--- src/hdl/lrs_pkg.sv ---
// ---------------------------------------------------------------------------
// lrs_pkg: shared types and constants for the Life row step core
// Row width, field widths, register indexes, result word and tail states.
// ---------------------------------------------------------------------------
package lrs_pkg;

   localparam int ROW_W          = 64;   // cells per row word
   localparam int IDX_W          = 10;   // row index width
   localparam int WID_W          = 7;    // width_in_use register width
   localparam int HGT_W          = 11;   // height_in_use register width
   localparam int CSR_IDX_W      = 1;
   localparam int CSR_DATA_W     = 11;
   localparam int DEF_MAX_WIDTH  = 64;
   localparam int DEF_MAX_HEIGHT = 1024;
   localparam int MIN_DIM        = 3;

   localparam logic [CSR_IDX_W-1:0] CSR_WIDTH_IN_USE  = 1'b0;
   localparam logic [CSR_IDX_W-1:0] CSR_HEIGHT_IN_USE = 1'b1;

   localparam logic [WID_W-1:0] WIDTH_RESET  = 7'd64;
   localparam logic [HGT_W-1:0] HEIGHT_RESET = 11'd1024;

   typedef struct packed {
      logic [ROW_W-1:0] next_cells;
      logic [IDX_W-1:0] row_index;
      logic             frame_done;
   } rsp_word_type;

   // extra result words owed after the last row of a frame
   typedef enum logic [1:0] {
      TAIL_IDLE,
      TAIL_LAST,
      TAIL_WRAP
   } tail_state_type;

   // bit k set for every column below the width in use
   function automatic logic [ROW_W-1:0] row_mask(input logic [WID_W-1:0] w);
      logic [ROW_W-1:0] m;
      for (int k = 0; k < ROW_W; k++) begin
         m[k] = (WID_W'(k) < w);
      end
      return m;
   endfunction

endpackage

--- src/hdl/lrs_cell.sv ---
// ---------------------------------------------------------------------------
// lrs_cell: one lane of the row evaluator
// Applies the Life rule to one cell from its 3x3 neighborhood.
// ---------------------------------------------------------------------------
module lrs_cell (
   input  logic [2:0] up_bits,
   input  logic [2:0] mid_bits,
   input  logic [2:0] down_bits,
   output logic       alive
);

   logic [3:0] sum;
   logic [4:0] score;

   always_comb begin
      sum = 4'(up_bits[0]) + 4'(up_bits[1]) + 4'(up_bits[2])
          + 4'(mid_bits[0]) + 4'(mid_bits[1]) + 4'(mid_bits[2])
          + 4'(down_bits[0]) + 4'(down_bits[1]) + 4'(down_bits[2]);
      // doubled sum minus the center cell
      score = {sum, 1'b0} - {4'd0, mid_bits[1]};
      alive = (score > 5'd4) && (score < 5'd8);
   end

endmodule

--- src/hdl/lrs_row_eval.sv ---
// ---------------------------------------------------------------------------
// lrs_row_eval: full-row evaluator
// One lane per column with horizontal wrap at the width in use; the lane
// outputs are merged into the next-generation row word.
// ---------------------------------------------------------------------------
module lrs_row_eval (
   input  logic [lrs_pkg::ROW_W-1:0] up_row,
   input  logic [lrs_pkg::ROW_W-1:0] mid_row,
   input  logic [lrs_pkg::ROW_W-1:0] down_row,
   input  logic [lrs_pkg::WID_W-1:0] width,
   output logic [lrs_pkg::ROW_W-1:0] next_row
);

   localparam int ROW_W = lrs_pkg::ROW_W;
   localparam int COL_W = $clog2(ROW_W);

   logic [ROW_W-1:0] mask;
   logic [COL_W-1:0] last_col;
   logic [ROW_W-1:0] up_m, mid_m, down_m;
   logic [ROW_W-1:0] up_l, mid_l, down_l;
   logic [ROW_W-1:0] up_r, mid_r, down_r;
   logic [ROW_W-1:0] lane_alive;

   always_comb begin
      mask     = lrs_pkg::row_mask(width);
      last_col = COL_W'(width - lrs_pkg::WID_W'(1));
      up_m     = up_row & mask;
      mid_m    = mid_row & mask;
      down_m   = down_row & mask;
      for (int x = 0; x < ROW_W; x++) begin
         if (x == 0) begin
            up_l[x]   = up_m[last_col];
            mid_l[x]  = mid_m[last_col];
            down_l[x] = down_m[last_col];
         end else begin
            up_l[x]   = up_m[x-1];
            mid_l[x]  = mid_m[x-1];
            down_l[x] = down_m[x-1];
         end
         if (x == ROW_W-1 || COL_W'(x) == last_col) begin
            up_r[x]   = up_m[0];
            mid_r[x]  = mid_m[0];
            down_r[x] = down_m[0];
         end else begin
            up_r[x]   = up_m[(x+1) % ROW_W];
            mid_r[x]  = mid_m[(x+1) % ROW_W];
            down_r[x] = down_m[(x+1) % ROW_W];
         end
      end
   end

   for (genvar x = 0; x < ROW_W; x++) begin : g_lane
      lrs_cell u_cell (
         .up_bits   ({up_r[x],   up_m[x],   up_l[x]}),
         .mid_bits  ({mid_r[x],  mid_m[x],  mid_l[x]}),
         .down_bits ({down_r[x], down_m[x], down_l[x]}),
         .alive     (lane_alive[x])
      );
   end

   // merge: columns past the width read zero
   assign next_row = lane_alive & mask;

endmodule

--- src/hdl/lrs_out_queue.sv ---
// ---------------------------------------------------------------------------
// lrs_out_queue: two-entry result queue
// Decouples the evaluator from a stalling receiver.
// ---------------------------------------------------------------------------
module lrs_out_queue (
   input  logic                  clock,
   input  logic                  reset,
   input  logic                  push,
   input  lrs_pkg::rsp_word_type push_word,
   output logic                  full,
   output logic                  rsp_valid,
   input  logic                  rsp_stall,
   output lrs_pkg::rsp_word_type rsp_word
);

   lrs_pkg::rsp_word_type entry_ff [2];
   logic       wr_ptr_ff, wr_ptr_in;
   logic       rd_ptr_ff, rd_ptr_in;
   logic [1:0] count_ff, count_in;
   logic       pop;

   assign pop       = rsp_valid && !rsp_stall;
   assign full      = (count_ff == 2'd2);
   assign rsp_valid = (count_ff != 2'd0);
   assign rsp_word  = entry_ff[rd_ptr_ff];

   always_comb begin
      wr_ptr_in = push ? !wr_ptr_ff : wr_ptr_ff;
      rd_ptr_in = pop ? !rd_ptr_ff : rd_ptr_ff;
      count_in  = count_ff + 2'(push) - 2'(pop);
   end

   always_ff @(posedge clock) begin
      if (reset) begin
         wr_ptr_ff <= 1'b0;
         rd_ptr_ff <= 1'b0;
         count_ff  <= 2'd0;
      end else begin
         wr_ptr_ff <= wr_ptr_in;
         rd_ptr_ff <= rd_ptr_in;
         count_ff  <= count_in;
      end
   end

   always_ff @(posedge clock) begin
      if (push) begin
         entry_ff[wr_ptr_ff] <= push_word;
      end
   end

endmodule

--- src/hdl/life_automaton_row_step_core.sv ---
// ---------------------------------------------------------------------------
// life_automaton_row_step_core: streaming toroidal Life generation step
// Takes grid rows in order and returns next-generation rows.
// ---------------------------------------------------------------------------
// Usage:
//   req_* carries one row word per accepted cycle (valid/stall handshake).
//   rsp_* returns next-generation row words with their row index; the
//   word for row 0 closes the frame and has rsp_frame_done set.
//   csr_* writes width_in_use (index 0) and height_in_use (index 1);
//   write only while the core is idle.
// Output: a result word is pushed into the result queue in the cycle the row
//   that completes it is accepted, and rsp_* shows the oldest queued word.
// Throughput: one row per cycle while req_stall is low. Rows 0 and 1 give
//   no word, each later row gives one; the last row of a frame gives three,
//   and the two extra words go through the single row evaluator in the
//   TAIL_LAST and TAIL_WRAP states while req_stall is held high.
// Reset: width 64, height 1024, row store cleared, frame restarts at row 0.
// Stalling: a two-word result queue keeps rows flowing while the receiver
//   holds rsp_stall; req_stall rises when the queue is full.
// ---------------------------------------------------------------------------
module life_automaton_row_step_core #(
   parameter int MAX_WIDTH  = lrs_pkg::DEF_MAX_WIDTH,
   parameter int MAX_HEIGHT = lrs_pkg::DEF_MAX_HEIGHT
) (
   input  logic                           clock,
   input  logic                           reset,
   input  logic                           csr_write_en,
   input  logic [lrs_pkg::CSR_IDX_W-1:0]  csr_index,
   input  logic [lrs_pkg::CSR_DATA_W-1:0] csr_write_data,
   input  logic                           req_valid,
   output logic                           req_stall,
   input  logic [lrs_pkg::ROW_W-1:0]      req_row_cells,
   output logic                           rsp_valid,
   input  logic                           rsp_stall,
   output logic [lrs_pkg::ROW_W-1:0]      rsp_next_cells,
   output logic [lrs_pkg::IDX_W-1:0]      rsp_row_index,
   output logic                           rsp_frame_done
);

   localparam int ROW_W = lrs_pkg::ROW_W;
   localparam int IDX_W = lrs_pkg::IDX_W;
   localparam int WID_W = lrs_pkg::WID_W;
   localparam int HGT_W = lrs_pkg::HGT_W;
   localparam int WCAP  = (MAX_WIDTH < ROW_W) ? MAX_WIDTH : ROW_W;
   localparam int HCAP  = (MAX_HEIGHT < (1 << IDX_W)) ? MAX_HEIGHT : (1 << IDX_W);

   logic [WID_W-1:0] width_ff, width_in;
   logic [HGT_W-1:0] height_ff, height_in;
   logic [WID_W-1:0] width_eff;
   logic [HGT_W-1:0] height_eff;

   logic [ROW_W-1:0] first_ff, first_in;
   logic [ROW_W-1:0] second_ff, second_in;
   logic [ROW_W-1:0] older_ff, older_in;
   logic [ROW_W-1:0] newer_ff, newer_in;
   logic [IDX_W-1:0] rows_seen_ff, rows_seen_in;
   logic [IDX_W-1:0] tail_idx_ff, tail_idx_in;

   lrs_pkg::tail_state_type tail_ff, tail_in;

   logic             accept;
   logic             last_row;
   logic             queue_full;
   logic [ROW_W-1:0] row_masked;

   logic             eval_go;
   logic [ROW_W-1:0] eval_up, eval_mid, eval_down;
   logic [ROW_W-1:0] eval_row;
   lrs_pkg::rsp_word_type push_word, rsp_word;

   // ---- configuration ----
   always_comb begin
      width_in  = width_ff;
      height_in = height_ff;
      if (csr_write_en) begin
         case (csr_index)
            lrs_pkg::CSR_WIDTH_IN_USE:  width_in  = csr_write_data[WID_W-1:0];
            lrs_pkg::CSR_HEIGHT_IN_USE: height_in = csr_write_data[HGT_W-1:0];
            default: ;
         endcase
      end
   end

   always_comb begin
      if (width_ff < WID_W'(lrs_pkg::MIN_DIM)) begin
         width_eff = WID_W'(lrs_pkg::MIN_DIM);
      end else if (width_ff > WID_W'(WCAP)) begin
         width_eff = WID_W'(WCAP);
      end else begin
         width_eff = width_ff;
      end
      if (height_ff < HGT_W'(lrs_pkg::MIN_DIM)) begin
         height_eff = HGT_W'(lrs_pkg::MIN_DIM);
      end else if (height_ff > HGT_W'(HCAP)) begin
         height_eff = HGT_W'(HCAP);
      end else begin
         height_eff = height_ff;
      end
   end

   // ---- input acceptance and row store ----
   assign req_stall  = (tail_ff != lrs_pkg::TAIL_IDLE) || queue_full;
   assign accept     = req_valid && !req_stall;
   assign row_masked = req_row_cells & lrs_pkg::row_mask(width_eff);
   assign last_row   = {1'b0, rows_seen_ff} >= (height_eff - HGT_W'(1));

   always_comb begin
      first_in     = first_ff;
      second_in    = second_ff;
      older_in     = older_ff;
      newer_in     = newer_ff;
      rows_seen_in = rows_seen_ff;
      tail_idx_in  = tail_idx_ff;
      if (accept) begin
         if (rows_seen_ff == IDX_W'(0)) begin
            first_in     = row_masked;
            newer_in     = row_masked;
            rows_seen_in = IDX_W'(1);
         end else if (rows_seen_ff == IDX_W'(1)) begin
            second_in    = row_masked;
            older_in     = newer_ff;
            newer_in     = row_masked;
            rows_seen_in = IDX_W'(2);
         end else begin
            older_in    = newer_ff;
            newer_in    = row_masked;
            tail_idx_in = rows_seen_ff;
            rows_seen_in = last_row ? IDX_W'(0) : rows_seen_ff + IDX_W'(1);
         end
      end
   end

   // ---- tail sequencer: next state ----
   always_comb begin
      tail_in = tail_ff;
      case (tail_ff)
         lrs_pkg::TAIL_IDLE: begin
            if (accept && rows_seen_ff >= IDX_W'(2) && last_row) begin
               tail_in = lrs_pkg::TAIL_LAST;
            end
         end
         lrs_pkg::TAIL_LAST: begin
            if (!queue_full) begin
               tail_in = lrs_pkg::TAIL_WRAP;
            end
         end
         lrs_pkg::TAIL_WRAP: begin
            if (!queue_full) begin
               tail_in = lrs_pkg::TAIL_IDLE;
            end
         end
         default: tail_in = lrs_pkg::TAIL_IDLE;
      endcase
   end

   // ---- tail sequencer: evaluator source and result word ----
   always_comb begin
      eval_go   = 1'b0;
      eval_up   = older_ff;
      eval_mid  = newer_ff;
      eval_down = row_masked;
      push_word.row_index  = rows_seen_ff - IDX_W'(1);
      push_word.frame_done = 1'b0;
      case (tail_ff)
         lrs_pkg::TAIL_IDLE: begin
            eval_go = accept && (rows_seen_ff >= IDX_W'(2));
         end
         lrs_pkg::TAIL_LAST: begin
            // older/newer already shifted: the last row sits in newer
            eval_go   = !queue_full;
            eval_down = first_ff;
            push_word.row_index = tail_idx_ff;
         end
         lrs_pkg::TAIL_WRAP: begin
            eval_go   = !queue_full;
            eval_up   = newer_ff;
            eval_mid  = first_ff;
            eval_down = second_ff;
            push_word.row_index  = IDX_W'(0);
            push_word.frame_done = 1'b1;
         end
         default: eval_go = 1'b0;
      endcase
      push_word.next_cells = eval_row;
   end

   lrs_row_eval u_row_eval (
      .up_row   (eval_up),
      .mid_row  (eval_mid),
      .down_row (eval_down),
      .width    (width_eff),
      .next_row (eval_row)
   );

   lrs_out_queue u_out_queue (
      .clock     (clock),
      .reset     (reset),
      .push      (eval_go),
      .push_word (push_word),
      .full      (queue_full),
      .rsp_valid (rsp_valid),
      .rsp_stall (rsp_stall),
      .rsp_word  (rsp_word)
   );

   assign rsp_next_cells = rsp_word.next_cells;
   assign rsp_row_index  = rsp_word.row_index;
   assign rsp_frame_done = rsp_word.frame_done;

   // ---- registers ----
   always_ff @(posedge clock) begin
      if (reset) begin
         width_ff     <= lrs_pkg::WIDTH_RESET;
         height_ff    <= lrs_pkg::HEIGHT_RESET;
         first_ff     <= '0;
         second_ff    <= '0;
         older_ff     <= '0;
         newer_ff     <= '0;
         rows_seen_ff <= '0;
         tail_ff      <= lrs_pkg::TAIL_IDLE;
      end else begin
         width_ff     <= width_in;
         height_ff    <= height_in;
         first_ff     <= first_in;
         second_ff    <= second_in;
         older_ff     <= older_in;
         newer_ff     <= newer_in;
         rows_seen_ff <= rows_seen_in;
         tail_ff      <= tail_in;
      end
   end

   always_ff @(posedge clock) begin
      tail_idx_ff <= tail_idx_in;
   end

   // ---- assertions ----
   a_last_row_starts_tail: assert property (@(posedge clock) disable iff (reset)
      (accept && rows_seen_ff >= IDX_W'(2) && last_row) |=>
         (tail_ff == lrs_pkg::TAIL_LAST && rows_seen_ff == IDX_W'(0)))
      else $error("last row did not start the frame tail");

   a_no_push_when_full: assert property (@(posedge clock) disable iff (reset)
      eval_go |-> !queue_full)
      else $error("result word pushed into a full queue");

   a_done_on_row_zero: assert property (@(posedge clock) disable iff (reset)
      (rsp_valid && rsp_frame_done) |-> (rsp_row_index == IDX_W'(0)))
      else $error("frame_done on a row other than row 0");

   a_wrap_at_frame_start: assert property (@(posedge clock) disable iff (reset)
      (tail_ff == lrs_pkg::TAIL_WRAP) |-> (rows_seen_ff == IDX_W'(0)))
      else $error("wrap word pending outside frame start");

endmodule

--- config.mk ---
export PLATFORM = sky130hd
export DESIGN_NAME = life_automaton_row_step_core
export DESIGN_NICKNAME = d
export VERILOG_FILES = /design/src/hdl/lrs_pkg.sv /design/src/hdl/lrs_cell.sv /design/src/hdl/lrs_row_eval.sv /design/src/hdl/lrs_out_queue.sv /design/src/hdl/life_automaton_row_step_core.sv
export SDC_FILE = /design/constraint.sdc
export NUM_CORES = 2
export LEC_CHECK = 0
export ABC_AREA = 1
export BUFFER_PORTS_ARGS = -buffer_cell sky130_fd_sc_hd__buf_2
export CAP_MARGIN = 30
export CORE_MARGIN = 2
export CORE_UTILIZATION = 53
export DETAILED_ROUTE_END_ITERATION = 12
export PLACE_DENSITY = 0.7
export SLEW_MARGIN = 10
export SYNTH_ARGS = -nofsm -noshare
export SYNTH_HDL_FRONTEND = slang
export SYNTH_SLANG_ARGS = --single-unit
--- constraint.sdc ---
create_clock -name clock -period 8.45 [get_ports clock]
set_clock_uncertainty 0.05 [all_clocks]
set_input_delay 0.4225 -clock clock [delete_from_list [all_inputs] [get_ports clock]]
set_output_delay 0.4225 -clock clock [all_outputs]
set_load 0.005 [all_outputs]
# Word-level counts from Yosys, hierarchy flattened
# Memory sizes are Yosys's and may differ from the RTL's. A register that Yosys moved wholly into a read port is not among the register bits.
# Cells that the tools add are included.
# Widths: inputs -> output; s select.
[totals] ram_bits=150 output_inout_bits=77 in_bits=81 ff_bits=300 elab_cells=1174 mem_count=1
[classes] n_addsub=582 mux=216 n_bitwise=8 reduce_logical=87 eq_ne=69 n_lt_le_gt_ge=199
[mem_list] name="u_out_queue.entry_ff" depth=2 word_bits=75 rd=1 rd_ports_with_merged_regs=1 wr=1 line="lrs_out_queue.sv:16" text="lrs_pkg::rsp_word_type entry_ff [2];"
[ops] op="$add 4x1->4" count=448
[ops] op="$and 64x64->64" count=5
[ops] op="$gt 5x3->1 const B" count=64
[ops] op="$lt 5x4->1 const B" count=64
[ops] op="$sub 5x1->5" count=64
[ops] op="$lt 6x7->1 const A" count=32
[ops] op="$mux 1" count=197
[ops] op="$eq 6x6->1 const A" count=31
[ops] op="$add 1x1->2" count=64
[ops] op="$mux 64" count=2
[ops] op="$pmux 64 s2" count=1
[ops] op="$lt 5x7->1 const A" count=16
[ops] op="$eq 5x6->1 const A" count=16
[ops] op="$logic_and 1x1->1" count=68
[ops] op="$lt 4x7->1 const A" count=8
[ops] op="$eq 4x6->1 const A" count=8
[ops] op="$mux 10" count=3
[ops] op="$lt 3x7->1 const A" count=4
[ops] op="$eq 3x6->1 const A" count=4
[ops] op="$mux 11" count=2
[ops] op="$pmux 10 s2" count=1
[ops] op="$bmux 1 s6" count=3
[ops] op="$lt 1x7->1 const A" count=2
[ops] op="$lt 2x7->1 const A" count=2
[ops] op="other kinds (33)" count=52

# Logic depth before layout (Yosys ltp)
[logic_depth] ltp_word=19 depth_mapped=33 ltp_nobuf=31

# Hierarchy
# From an unflattened synthesis, not the netlist that was laid out.
[hier_totals] hier_cells=6294 hier_area_um2=42672.2
[modules_own_cells] module="lrs_cell" area_per_inst_um2=246.5 cells_each=39 n_inst=64 seq_area_each_um2=0.0
[modules_own_cells] module="life_automaton_row_step_core" area_per_inst_um2=13957.1 cells_each=1903 n_inst=1 seq_area_each_um2=6025.8
[modules_own_cells] module="lrs_row_eval" area_per_inst_um2=7086.8 cells_each=1626 n_inst=1 seq_area_each_um2=0.0
[modules_own_cells] module="lrs_out_queue" area_per_inst_um2=5853.1 cells_each=269 n_inst=1 seq_area_each_um2=4604.4

# Worst setup path after synthesis
# No wires, ideal clock.
[synth_timing] kind="register to register" start="register width_ff[5]" end="memory u_out_queue.entry_ff[0][17] (netlist name), data pin" arrival_ns=5.844 path_buffers=2 stages_incl_launch_ff=29 setup_ns=0.242 slack_ns=2.314 cell_sequence="dfxtp_1 -> inv_2 -> nand2_2 -> nor2_4 -> nand2_4 -> nand2_2 -> inv_2 -> buf_2 -> buf_1 -> ha_1 -> xor2_2 -> inv_2 -> nor2_1 -> inv_2 -> nor2_1 -> inv_2 -> nor2_2 -> a21oi_1 -> fa_1 -> inv_1 -> fa_1 -> inv_1 -> fa_1 -> ha_1 -> fa_1 -> xnor2_1 -> nand2_1 -> mux2_2 -> a2111oi_0"
[synth_via] elab_chain_cells=17
[synth_rtl] element="from (decl)" line="life_automaton_row_step_core.sv:47" text="logic [WID_W-1:0] width_ff, width_in;"
[synth_rtl] element="from (signal assigned)" line="life_automaton_row_step_core.sv:213" text="width_ff <= lrs_pkg::WIDTH_RESET;"
[synth_rtl] element="from (signal assigned)" line="life_automaton_row_step_core.sv:222" text="width_ff <= width_in;"
[synth_rtl] element="$gt 7x7->1" line="life_automaton_row_step_core.sv:87" text="end else if (width_ff > WID_W'(WCAP)) begin"
[synth_rtl] element="$mux 7" line="life_automaton_row_step_core.sv:87"
[synth_rtl] element="$mux 7 (*)" line="life_automaton_row_step_core.sv:85" text="if (width_ff < WID_W'(lrs_pkg::MIN_DIM)) begin"
[synth_rtl] element="$sub 6x1->6, or another cell as far along" line="lrs_row_eval.sv:26" text="last_col = COL_W'(width - lrs_pkg::WID_W'(1));"
[synth_rtl] element="$eq 3x6->1 / $and 64x64->64 (equally long branches)" line="lrs_row_eval.sv:40, lrs_row_eval.sv:27"
[synth_rtl] element="$mux 1 / $add 1x1->2 (equally long branches)" line="lrs_row_eval.sv:40, lrs_cell.sv:16"
[synth_rtl] element="$add 4x1->4" line="lrs_cell.sv:16" text="sum = 4'(up_bits[0]) + 4'(up_bits[1]) + 4'(up_bits[2])"
[synth_rtl] element="$add 4x1->4 (3 in series)" line="lrs_cell.sv:17" text="+ 4'(mid_bits[0]) + 4'(mid_bits[1]) + 4'(mid_bits[2])"
[synth_rtl] element="$add 4x1->4 (3 in series)" line="lrs_cell.sv:18" text="+ 4'(down_bits[0]) + 4'(down_bits[1]) + 4'(down_bits[2]);"
[synth_rtl] element="$sub 5x1->5" line="lrs_cell.sv:20" text="score = {sum, 1'b0} - {4'd0, mid_bits[1]};"
[synth_rtl] element="$gt 5x3->1 / $lt 5x4->1 (equally long branches)" line="lrs_cell.sv:21" text="alive = (score > 5'd4) && (score < 5'd8);"
[synth_rtl] element="$logic_and 1x1->1" line="lrs_cell.sv:21"
[synth_rtl] element="$and 64x64->64 (*)" line="lrs_row_eval.sv:62" text="assign next_row = lane_alive & mask;"
[synth_rtl] element="named net eval_row[6]" line="life_automaton_row_step_core.sv:68" text="logic [ROW_W-1:0] eval_row;"
[synth_rtl] element="to (decl)" line="lrs_out_queue.sv:16"
# The timed path passes the listed nets; every way through them passes the cells marked *.

# Worst setup path in the final report
[layout_timing] start="register width_ff[6]" end="memory u_out_queue.entry_ff[0][63] (netlist name), data pin"
[layout_via] elab_chain_cells=17
[layout_rtl] element="$gt 7x7->1" line="life_automaton_row_step_core.sv:87"
[layout_rtl] element="$mux 7" line="life_automaton_row_step_core.sv:87"
[layout_rtl] element="$mux 7 (*)" line="life_automaton_row_step_core.sv:85"
[layout_rtl] element="$sub 6x1->6, or another cell as far along" line="lrs_row_eval.sv:26"
[layout_rtl] element="$eq 6x6->1 / $and 64x64->64 (equally long branches)" line="lrs_row_eval.sv:40, lrs_row_eval.sv:27"
[layout_rtl] element="$mux 1 / $add 1x1->2 (equally long branches)" line="lrs_row_eval.sv:40, lrs_cell.sv:16"
[layout_rtl] element="$add 4x1->4" line="lrs_cell.sv:16"
[layout_rtl] element="$add 4x1->4 (3 in series)" line="lrs_cell.sv:17"
[layout_rtl] element="$add 4x1->4 (3 in series)" line="lrs_cell.sv:18"
[layout_rtl] element="$sub 5x1->5" line="lrs_cell.sv:20"
[layout_rtl] element="$gt 5x3->1 / $lt 5x4->1 (equally long branches)" line="lrs_cell.sv:21"
[layout_rtl] element="$logic_and 1x1->1" line="lrs_cell.sv:21"
[layout_rtl] element="$and 64x64->64 (*)" line="lrs_row_eval.sv:62"
[layout_rtl] element="named net eval_row[52]" line="life_automaton_row_step_core.sv:68"
# Marks and branches as above.

==> results.cfg <==
[sta]
tns_ps = 0
worst_pin_slew_ps = 1090
rsz0062_at_grt = no
final_hold_viol_count = 0
period_minus_slack_ps = 7160
slew_violations = 0
relSlewSlack_pct = 27.0
period_share_pct = 84.7
clock.fmax_mhz = 140
setup_viol = 0

[global_route]
grt_pass1_vias = 35911
antenna_found_initial = 3
grt_usage_pct = 31.8
grt.met2_usage_pct = 51.6
grt_pass1_wl_um = 202000
grt.busiest_layer = met2
grt_max_degree = 150
use_met1_pct = 41.8
overflow = 0
gr-usage-met3_pct = 6.25

[synthesis]
ys_seq_elements = 451
ys_top_cells_by_count = nand2_1 (910), inv_1 (671), o21ai_0 (561), a21oi_1 (501), ha_1 (411)
netlist_top_cells_area = fa_1 (15%), dfxtp_1 (14%), ha_1 (12%), edfxtp_1 (12%), nand2_1 (8.2%)
syn_nets = 6089
syn_inst = 5277
synth_flop_cell = dfxtp_1
syn_area_um2 = 41500
yosysMostFrequentCell = nand2_1
synth_edf_count = 160
synth-async-reset-ratio_pct = 0
synth_top_area_share_pct = 15.4
avgSynthCellArea_um2 = 7.86
seq_area_frac_synth_pct = 25.6
synth_warnings = 0
synth_cell_types = 59
synth_top_area_cell = fa_1

[flow_run]
cap_viol_max_count = 0

[critical_path]
reg2regPathDepth = 26
rrSetupSlack_ps = 1290
cpMaxStageDelayCell = fa_1
critPathRequiredTime_ps = 8780
r2r_end = u_out_queue.entry_ff[0][63]
start_kind = flip-flop
critPathKind = flip-flop to flip-flop
crit_buf_inv = 6
worstPathArrival_ps = 7480
crit_path_frequent_cell = fa_1
endpoint_kind = flip-flop
slowest_delay_ps = 530
crit_fanout = 36
r2r_start = width_ff[6]
critPathTopFamily = adder cells

[final_layout]
antennaDiodeCount = 0
fin_area_um2 = 45400
nets = 6143
syn_to_final_growth_pct = 9.41
layout.cells.non_filler = 6415
layout-drive-gt1-share_pct = 9.79
final_core_util_pct = 58.6

[cts]
numCtsBuffers = 52
root_buffer = clkbuf_16
clockBufferDepth = 3
cts_sinks = 451
cts_htree_levels = 2
postCtsSetupBuffers = 0
clkLatencyLatePin_ps = 640
cts_tree = built
path_clk_slew_ps = 60

[status]
run_status = finished clean

[routing]
drt_iter0_drc = 3573
dr.pass1.iters = 7
num_vias = 37341
routed_wl_um = 130000
wl_per_cell_um = 20.3
route.detailed.drc = 0
viasPerCell = 5.82
postRouteAntennaNets = 0

[floorplanning]
die_h_um = 284
rows = 102
core_um2 = 77500
start_util_pct = 53.5
die_area_um2 = 80500
ioPinCount = 158
die_x_um = 284

[hold_path]
hold_start = req_row_cells[7]
hold_path_end = second_ff[7]
min_path_cells = 3
hp-class = primary input to flip-flop

[placed_design]
dp_hpwl_um = 94400
dpl.cell_count = 6301
io_buffers = 157
dpl_cell_area_um2 = 43200
routabilityCongestion = 1.01
area by class of cell:
class	instances	area, µm²
fillers	7064	32100
multi-input cells	3889	27300
flip-flops and latches	451	10600
inverters	710	2680
repair buffers	227	1520
clock buffers	64	1430
well taps	1040	1300
clock inverters	34	468
cells in the final DEF (no fill, tap or decap), types with 10 or more instances in the layout:
master and count:
nand3_1 222, inv_1 669, o2111ai_1 18, dfxtp_1 290, nor2_2 52, nor2_1 350, xor2_1 37, nand3b_1 13
inv_2 35, o21a_1 10, o21ai_0 561, nand2_1 909, a21oi_1 501, buf_4 50, buf_2 157, fa_1 320
clkbuf_16 53, mux2_2 76, xnor2_1 46, o211ai_1 23, or2_2 18, edfxtp_1 160, nor3_1 33, nand4_1 63
clkinv_2 10, a22oi_1 14, ha_1 407, nor4_1 15, a221oi_1 18, o21ai_1 97
state kept, by name, summed over array words and instances (netlist names), named ones only:
register,flops
u_out_queue.entry_ff,150
width_ff,7
older_ff,64
u_out_queue.rd_ptr_ff,1
first_ff,64
u_out_queue.wr_ptr_ff,1
height_ff,11
newer_ff,64
tail_idx_ff,10
u_out_queue.count_ff,2
tail_ff,2
rows_seen_ff,10
second_ff,64
per-layer routing:
metal  vias to the layer above  part of all wire [%]
met5                         -                 0.017
li1                      17571                     -
met1                     17836                    41
met3                       337                   9.2
met2                      1593                    45
met4                         4                   4.2
repair_timing:
action	4_1_cts	5_1_grt
endpoints found under the setup margin	0	0
resized for setup	0	0
hold buffers	8	0
endpoints found under the hold margin	8	0
cell families after synthesis:
logic type / after synthesis / synth area share [%]
buffers and inverters: 937 / 8.61
xor gates and xnor gates: 84 / 1.79
and+or+nand+nor: 1698 / 17.4
adders and majority gates: 731 / 27.8
muxes: 76 / 2.06
DFF: 451 / 25.6
AOI/OAI and AO/OA: 1300 / 16.7
per-stage QoR:
stage	setup WS [ps]	hold WS, ps
final	1290	37.3
after CTS	1290	5.46
after global routing	793	32.4
after floorplan	2310	372
after global placement	1520	375
after detailed placement	1320	398
worst max-delay path by stage:
| stage | slack (ps) | end | cells after the start | from |
|---|---|---|---|---|
| 3_5_place_dp | 1320 | u_out_queue.entry_ff[0][35] | 26 | width_ff[6] |
| 4_1_cts | 1290 | u_out_queue.entry_ff[0][35] | 26 | width_ff[6] |
| 3_3_place_gp | 1520 | u_out_queue.entry_ff[0][35] | 26 | width_ff[6] |
| 2_1_floorplan | 2310 | u_out_queue.entry_ff[0][17] | 28 | width_ff[5] |
| 5_1_grt | 790 | u_out_queue.entry_ff[0][63] | 26 | width_ff[6] |
| 6_report | 1290 | u_out_queue.entry_ff[0][63] | 26 | width_ff[6] |
tightest hold or removal path, cell delays in order:
cell	delay [ps]
buf_2	120
nand2_1	80
a21oi_1	60
Power is not shown: default switching activity piles up to over one toggle a cycle in this logic, so the estimate is an artifact.
